[src/hw/rtl/hned_ram.sv]
module hned_ram #(
   parameter int WIDTH = 16,
   parameter int DEPTH = 16
) (
   input  logic                     clock,
   input  logic                     we,
   input  logic [$clog2(DEPTH)-1:0] waddr,
   input  logic [WIDTH-1:0]         wdata,
   input  logic [$clog2(DEPTH)-1:0] raddr,
   output logic [WIDTH-1:0]         rdata
);

   logic [WIDTH-1:0] mem_ff [DEPTH];
   logic [WIDTH-1:0] rdata_ff;

   always_ff @(posedge clock) begin
      if (we) begin
         mem_ff[waddr] <= wdata;
      end
      rdata_ff <= mem_ff[raddr];
   end

   assign rdata = rdata_ff;

endmodule
[config.mk]
export PLATFORM = sky130hd
export DESIGN_NAME = hned_ram
export DESIGN_NICKNAME = d
export VERILOG_FILES = /design/src/hw/rtl/hned_ram.sv
export SDC_FILE = /design/constraint.sdc
export NUM_CORES = 1
export LEC_CHECK = 0
export ABC_AREA = 1
export ABC_CLOCK_PERIOD_IN_PS = 3500
export BUFFER_PORTS_ARGS = -buffer_cell sky130_fd_sc_hd__buf_2
export CAP_MARGIN = 10
export CORE_ASPECT_RATIO = 2
export CORE_MARGIN = 2
export CORE_UTILIZATION = 35
export DETAILED_ROUTE_END_ITERATION = 10
export PLACE_DENSITY = 0.56
export SYNTH_ARGS = -nofsm -noshare
export SYNTH_HDL_FRONTEND = slang
export SYNTH_SLANG_ARGS = --single-unit
[constraint.sdc]
create_clock -name clock -period 3.5 [get_ports clock]
set_input_delay 0.7 -clock clock [delete_from_list [all_inputs] [get_ports clock]]
set_output_delay 0.7 -clock clock [all_outputs]
set_load 0.01 [all_outputs]
==> results of run 1 <==
[layer usage]
metal	track usage, %	up-vias	wire length [um]
li1	-	3540	-
met1	17.57	3576	10480
met2	33.36	165	15750
met3	1.816	64	1120
met4	7.639	2	1190
met5	0	-	11
[cell usage after synthesis]
| master | count | area [um^2] |
|---|---|---|
| nor2_1 | 17 | 63.81 |
| inv_1 | 196 | 735.7 |
| inv_2 | 2 | 7.510 |
| nand2_1 | 341 | 1280 |
| nand3_1 | 193 | 965.9 |
| buf_2 | 19 | 95.09 |
| buf_4 | 18 | 135.1 |
| edfxtp_1 | 256 | 7687 |
| buf_6 | 3 | 33.78 |
| buf_1 | 1 | 3.750 |
| nand3b_1 | 2 | 15.01 |
| clkbuf_1 | 10 | 37.54 |
| dfxtp_1 | 16 | 320.3 |
[power by group through the flow]
stage | sequential [mW] | clock [mW] | combinational, mW
finish | 3.66 | 2.50 | 0.425
global route | 3.67 | 2.68 | 0.476
CTS | 3.66 | 2.57 | 0.433
detailed placement | 3.74 | 0 | 0.432
global placement | 3.74 | 0 | 0.424
floorplan | 3.74 | 0 | 0.246
[through the flow]
step                hold slack [ns]  util (%)  cells  instance area (um^2)
global placement             0.6426     37.73   1522                 12120
global route                 0.5454     39.96   1561                 12830
detailed placement           0.6406     37.73   1522                 12120
finish                       0.5495     39.96   1561                 12830
CTS                          0.5302     39.96   1561                 12830
floorplan                    0.6074         -   1074                 11380
[cell families after synthesis]
group | Yosys count | share of synthesized area [%]
flops | 272 | 70.36
buf+inv | 249 | 9.213
simple gates | 553 | 20.43
[worst register-to-register path, delay by kind of cell, from the launching register on]
family	cells	cell delay [ns]
buf+inv	1	0.07
flops	1	0.38
simple gates	5	0.42
[final timing paths]
check | start | endpoint | slack, ns | cells past startpoint
max | rdata[13] | rdata[13] | 1.74 | 1
min | wdata[11] | mem_ff[4][11] | 0.55 | 1
max reg2reg | mem_ff[1][6] | rdata[6] | 2.51 | 6
min reg2reg | mem_ff[6][11] | rdata[11] | 0.66 | 6
[area by class of cell]
class                   instances  area, um^2
fillers                      3140       19280
flip-flops and latches        272        8008
multi-input cells             553        2365
inverters                     198       745.7
clock buffers                  28       614.3
well taps                     427       534.3
repair buffers                 72       465.4
clock inverters                11       101.3
[sequential cells by signal, indices dropped and copies added, names as in the netlist]
signal  count
mem_ff    256
rdata      16
==> metrics.md, run 1 <==
| Metric | Value |
|---|---|
| Status | `finished, final reports clean` |
| CP endpoint kind | `output port` |
| RSZ-0062 raised after global routing | `no` |
| Clk Latency, worst-skew pair | `0.52 ns` |
| CP max-delay cell | `dfxtp_1` |
| Ratio of cells with drive above 1 in the final layout | `10.85%` |
| #FFs+latches synth | `272` |
| Lkg Pwr | `5.452 nW` |
| First drt pass iteration count | `4` |
| Max-slew violation count | `0` |
| Final hold vios | `0` |
| Setup TNS | `0 ns` |
| DRC | `0` |
| Crit path max-delay family | `flip-flops` |
| Slew @ Worst Pin | `0.9797 ns` |
| I/O Pins | `42` |
| ANT cells | `0` |
| Setup violators final | `0` |
| Cells after synthesis | `1,074` |
| PostCTS Resize Cnt | `0` |
| Worst Path Buf+Inv | `1` |
| Detail Route Antenna Nets | `0` |
| Largest net degree at the start of global routing | `129` |
| CP Cell Sequence | `buf_2` |
| Final worst slack | `1.743 ns` |
| Psw | `1.441 mW` |
| Total GRT Usage | `16.84%` |
| Routed vias | `7,347` |
| Vias in the first global route | `7,177` |
| Clk network pwr share | `38.0%` |
| GPL Wtd Cong | `0.7932` |
| Drt wl/cell | `18.29 um` |
| Final period util | `50.20%` |
| Core Area | `0.03212 mm^2` |
| Tightest Hold Check Type | `input pin to register` |
| Syn_nets | `1,100` |
| Power Dens Cells | `513.6 mW/mm^2` |
| Total power | `6.592 mW` |
| Synth warn | `0` |
| CP max FO | `1` |
| Post-synthesis cell area | `0.01138 mm^2` |
| Min Clock Period, post-route | `1.757 ns` |
| Row count | `93` |
| Input/output buffers | `41` |
| Die Height | `259.0 um` |
| Combinational Power Share | `6.5%` |
| Die Area | `0.03406 mm^2` |
| Max Cap Viol | `0` |
| Longest Clk Path Bufs | `3` |
| Layout Nets | `1,146` |
| Setup Buffers After CTS | `0` |
| Largest stage delay, worst path | `0.38 ns` |
| Final HPWL DP | `16,600 um` |
| Critical Path RT | `2.80 ns` |
| Sw Share | `21.86%` |
| P_int | `5.151 mW` |
| GRT overflow | `0` |
| Sequential-to-total area share from yosys stat | `70.36%` |
| Commonest non-fill, non-tap cell in the layout | `nand2_1` |
| Total Routed Length | `28,560 um` |
| First-pass GRT wire length | `43,130 um` |
| Initial antenna violation count | `1` |
| CTS Buf Count | `23` |
| Mapped Avg Cell Area | `10.60 um^2` |
| Pre-CTS WS | `1.289 ns` |
| Most frequent cells in the layout | `341 x nand2_1, 256 x edfxtp_1, 196 x inv_1` |
| CP Class | `register to output port` |
| Area Overhead vs Synth | `12.76%` |
| Initial Util | `35.44%` |
| Vias per cell | `4.707` |
| H-tree depth | `1` |
| CP Launch Type | `register` |
| Post-CTS Hold Buffers | `0` |
| Peak supply drop | `0.2850 mV` |
| Slew headroom | `34.62%` |
| Root Buffer | `clkbuf_16` |
| FMAX | `569.1 MHz` |
| CTS tree | `done` |
| Netlist cell types | `13` |
| # clock sinks | `272` |
| Clock transition at path regs | `0.07 ns` |
| Flop pwr share | `55.6%` |
| Die Wd | `131.5 um` |
| Worst Path Arrival | `1.06 ns` |
| Clock Skews | `0.01029 ns` |
| Initial DRC Count | `519` |
Power figures use the tool's default switching activity.
==> run 2: changes to the inputs <==
--- a/config.mk
+++ b/config.mk
@@ -6,7 +6,7 @@
 export NUM_CORES = 1
 export LEC_CHECK = 0
 export ABC_AREA = 1
-export ABC_CLOCK_PERIOD_IN_PS = 3500
+export ABC_CLOCK_PERIOD_IN_PS = 1700
 export BUFFER_PORTS_ARGS = -buffer_cell sky130_fd_sc_hd__buf_2
 export CAP_MARGIN = 10
 export CORE_ASPECT_RATIO = 2
==> constraint.sdc (replaced) <==
create_clock -name clock -period 1.7 [get_ports clock]
set_input_delay 0.34 -clock clock [delete_from_list [all_inputs] [get_ports clock]]
set_output_delay 0.34 -clock clock [all_outputs]
set_load 0.01 [all_outputs]
==> run 2 against run 1 <==
Compared with the run above:
- first-iteration DRC count is 8.7% lower
- critical path type unchanged
- largest cell class unchanged
- wire length is 1.4% lower
- register-to-register slack worse by 1.9 ns
- combinational power is 130% higher
- critical endpoint unchanged
- core utilization is 1.0 points higher
- die area stayed put
==> metrics.md, run 2 (synthesized netlist as in run 1, its figures left out) <==
| Metric | Value |
|---|---|
| Sw Share | `21.85%` |
| GRT overflow | `0` |
| Clock transition at path regs | `0.07 ns` |
| Post-CTS Hold Buffers | `0` |
| Clk Latency, worst-skew pair | `0.52 ns` |
| Min Clock Period, post-route | `1.444 ns` |
| First-pass GRT wire length | `42,590 um` |
| Critical Path RT | `1.36 ns` |
| Die Height | `259.0 um` |
| FMAX | `692.3 MHz` |
| Root Buffer | `clkbuf_16` |
| GPL Wtd Cong | `0.8235` |
| Vias in the first global route | `7,350` |
| Combinational Power Share | `7.1%` |
| H-tree depth | `1` |
| Psw | `2.973 mW` |
| Clk network pwr share | `37.5%` |
| Vias per cell | `4.647` |
| CTS Buf Count | `22` |
| Core Area | `0.03212 mm^2` |
| Longest Clk Path Bufs | `3` |
| Largest stage delay, worst path | `0.42 ns` |
| Final worst slack | `0.2556 ns` |
| CP Cell Sequence | `buf_2` |
| Worst Path Arrival | `1.10 ns` |
| Final core utilization | `41.00%` |
| CTS tree | `done` |
| Total Routed Length | `28,150 um` |
| P_int | `10.63 mW` |
| Ratio of cells with drive above 1 in the final layout | `11.22%` |
| ANT cells | `0` |
| Detail Route Antenna Nets | `0` |
| Layout Nets | `1,152` |
| Row count | `93` |
| CP Class | `register to output port` |
| Final period util | `84.96%` |
| Final HPWL DP | `17,790 um` |
| CP max FO | `1` |
| Peak supply drop | `0.6634 mV` |
| Largest register by flop count | `mem_ff` |
| Placed cell count | `1,529` |
| Initial Util | `35.44%` |
| Die Area | `0.03406 mm^2` |
| Largest net degree at the start of global routing | `65` |
| Max FFs per register | `256` |
| CP endpoint kind | `output port` |
| Status | `finished, final reports clean` |
| CP Launch Type | `register` |
| Input/output buffers | `41` |
| First drt pass iteration count | `5` |
| Pre-CTS WS | `0.1778 ns` |
| Die Wd | `131.5 um` |
| I/O Pins | `42` |
| CP max-delay cell | `dfxtp_1` |
| # clock sinks | `272` |
| Slew @ Worst Pin | `0.4114 ns` |
| Max Cap Viol | `0` |
| Routed vias | `7,286` |
| Initial DRC Count | `474` |
| Slew headroom | `72.57%` |
| Commonest non-fill, non-tap cell in the layout | `nand2_1` |
| Power Dens Cells | `1033 mW/mm^2` |
| Total GRT Usage | `16.52%` |
| PostCTS Resize Cnt | `0` |
| Max-slew violation count | `0` |
| Clock Skews | `0.008213 ns` |
| Worst Path Buf+Inv | `1` |
| Crit path max-delay family | `flip-flops` |
| Flop pwr share | `55.4%` |
| Setup violators final | `0` |
| Final std cells w/o fill | `1,568` |
| Tightest Hold Check Type | `input pin to register` |
| DRC | `0` |
| Lkg Pwr | `5.546 nW` |
| Smallest hold slack | `0.1432 ns` |
| Setup TNS | `0 ns` |
| Initial antenna violation count | `0` |
| Setup Buffers After CTS | `0` |
| Most frequent cells in the layout | `341 x nand2_1, 256 x edfxtp_1, 196 x inv_1` |
| Area Overhead vs Synth | `15.70%` |
| RSZ-0062 raised after global routing | `no` |
| Drt wl/cell | `17.95 um` |
| Final hold vios | `0` |
==> run 2: area by class of cell <==
type	instances	area, um^2
multi-input cells	553	2365
repair buffers	79	805.8
fillers	3141	18950
clock inverters	7	90.09
clock buffers	32	619.3
inverters	198	745.7
flip-flops and latches	272	8008
well taps	427	534.3
==> run 2: power by group through the flow <==
| stage | Clock (mW) | Sequential [mW] | Combinational [mW] |
|---|---|---|---|
| after floorplan | 0 | 7.70 | 0.506 |
| after global placement | 0 | 7.69 | 0.970 |
| after CTS | 5.22 | 7.54 | 0.985 |
| after detailed placement | 0 | 7.69 | 0.981 |
| after global routing | 5.43 | 7.55 | 1.07 |
| final | 5.10 | 7.54 | 0.968 |
==> run 2: final timing paths <==
path / end / startpoint / depth (start not counted) / slack, ns
max: rdata[13] / rdata[13] / 1 / 0.26
min: rdata[15] / raddr[3] / 3 / 0.14
max reg2reg: rdata[4] / mem_ff[6][4] / 6 / 0.65
min reg2reg: rdata[13] / mem_ff[10][13] / 6 / 0.67
==> run 2: through the flow <==
stage / total power [mW] / cell area, um^2
after global routing: 14.05 / 13170
final: 13.61 / 13170
after floorplan: 8.201 / 11380
after detailed placement: 8.672 / 12460
after global placement: 8.661 / 12460
after CTS: 13.75 / 13170
==> run 2: per-layer routing <==
metal	routed length [um]	track usage, %	up-vias
met5	0	0	-
met2	15870	32.34	134
li1	-	-	3552
met1	10370	17.38	3541
met4	1197	8.454	0
met3	709	1.426	59
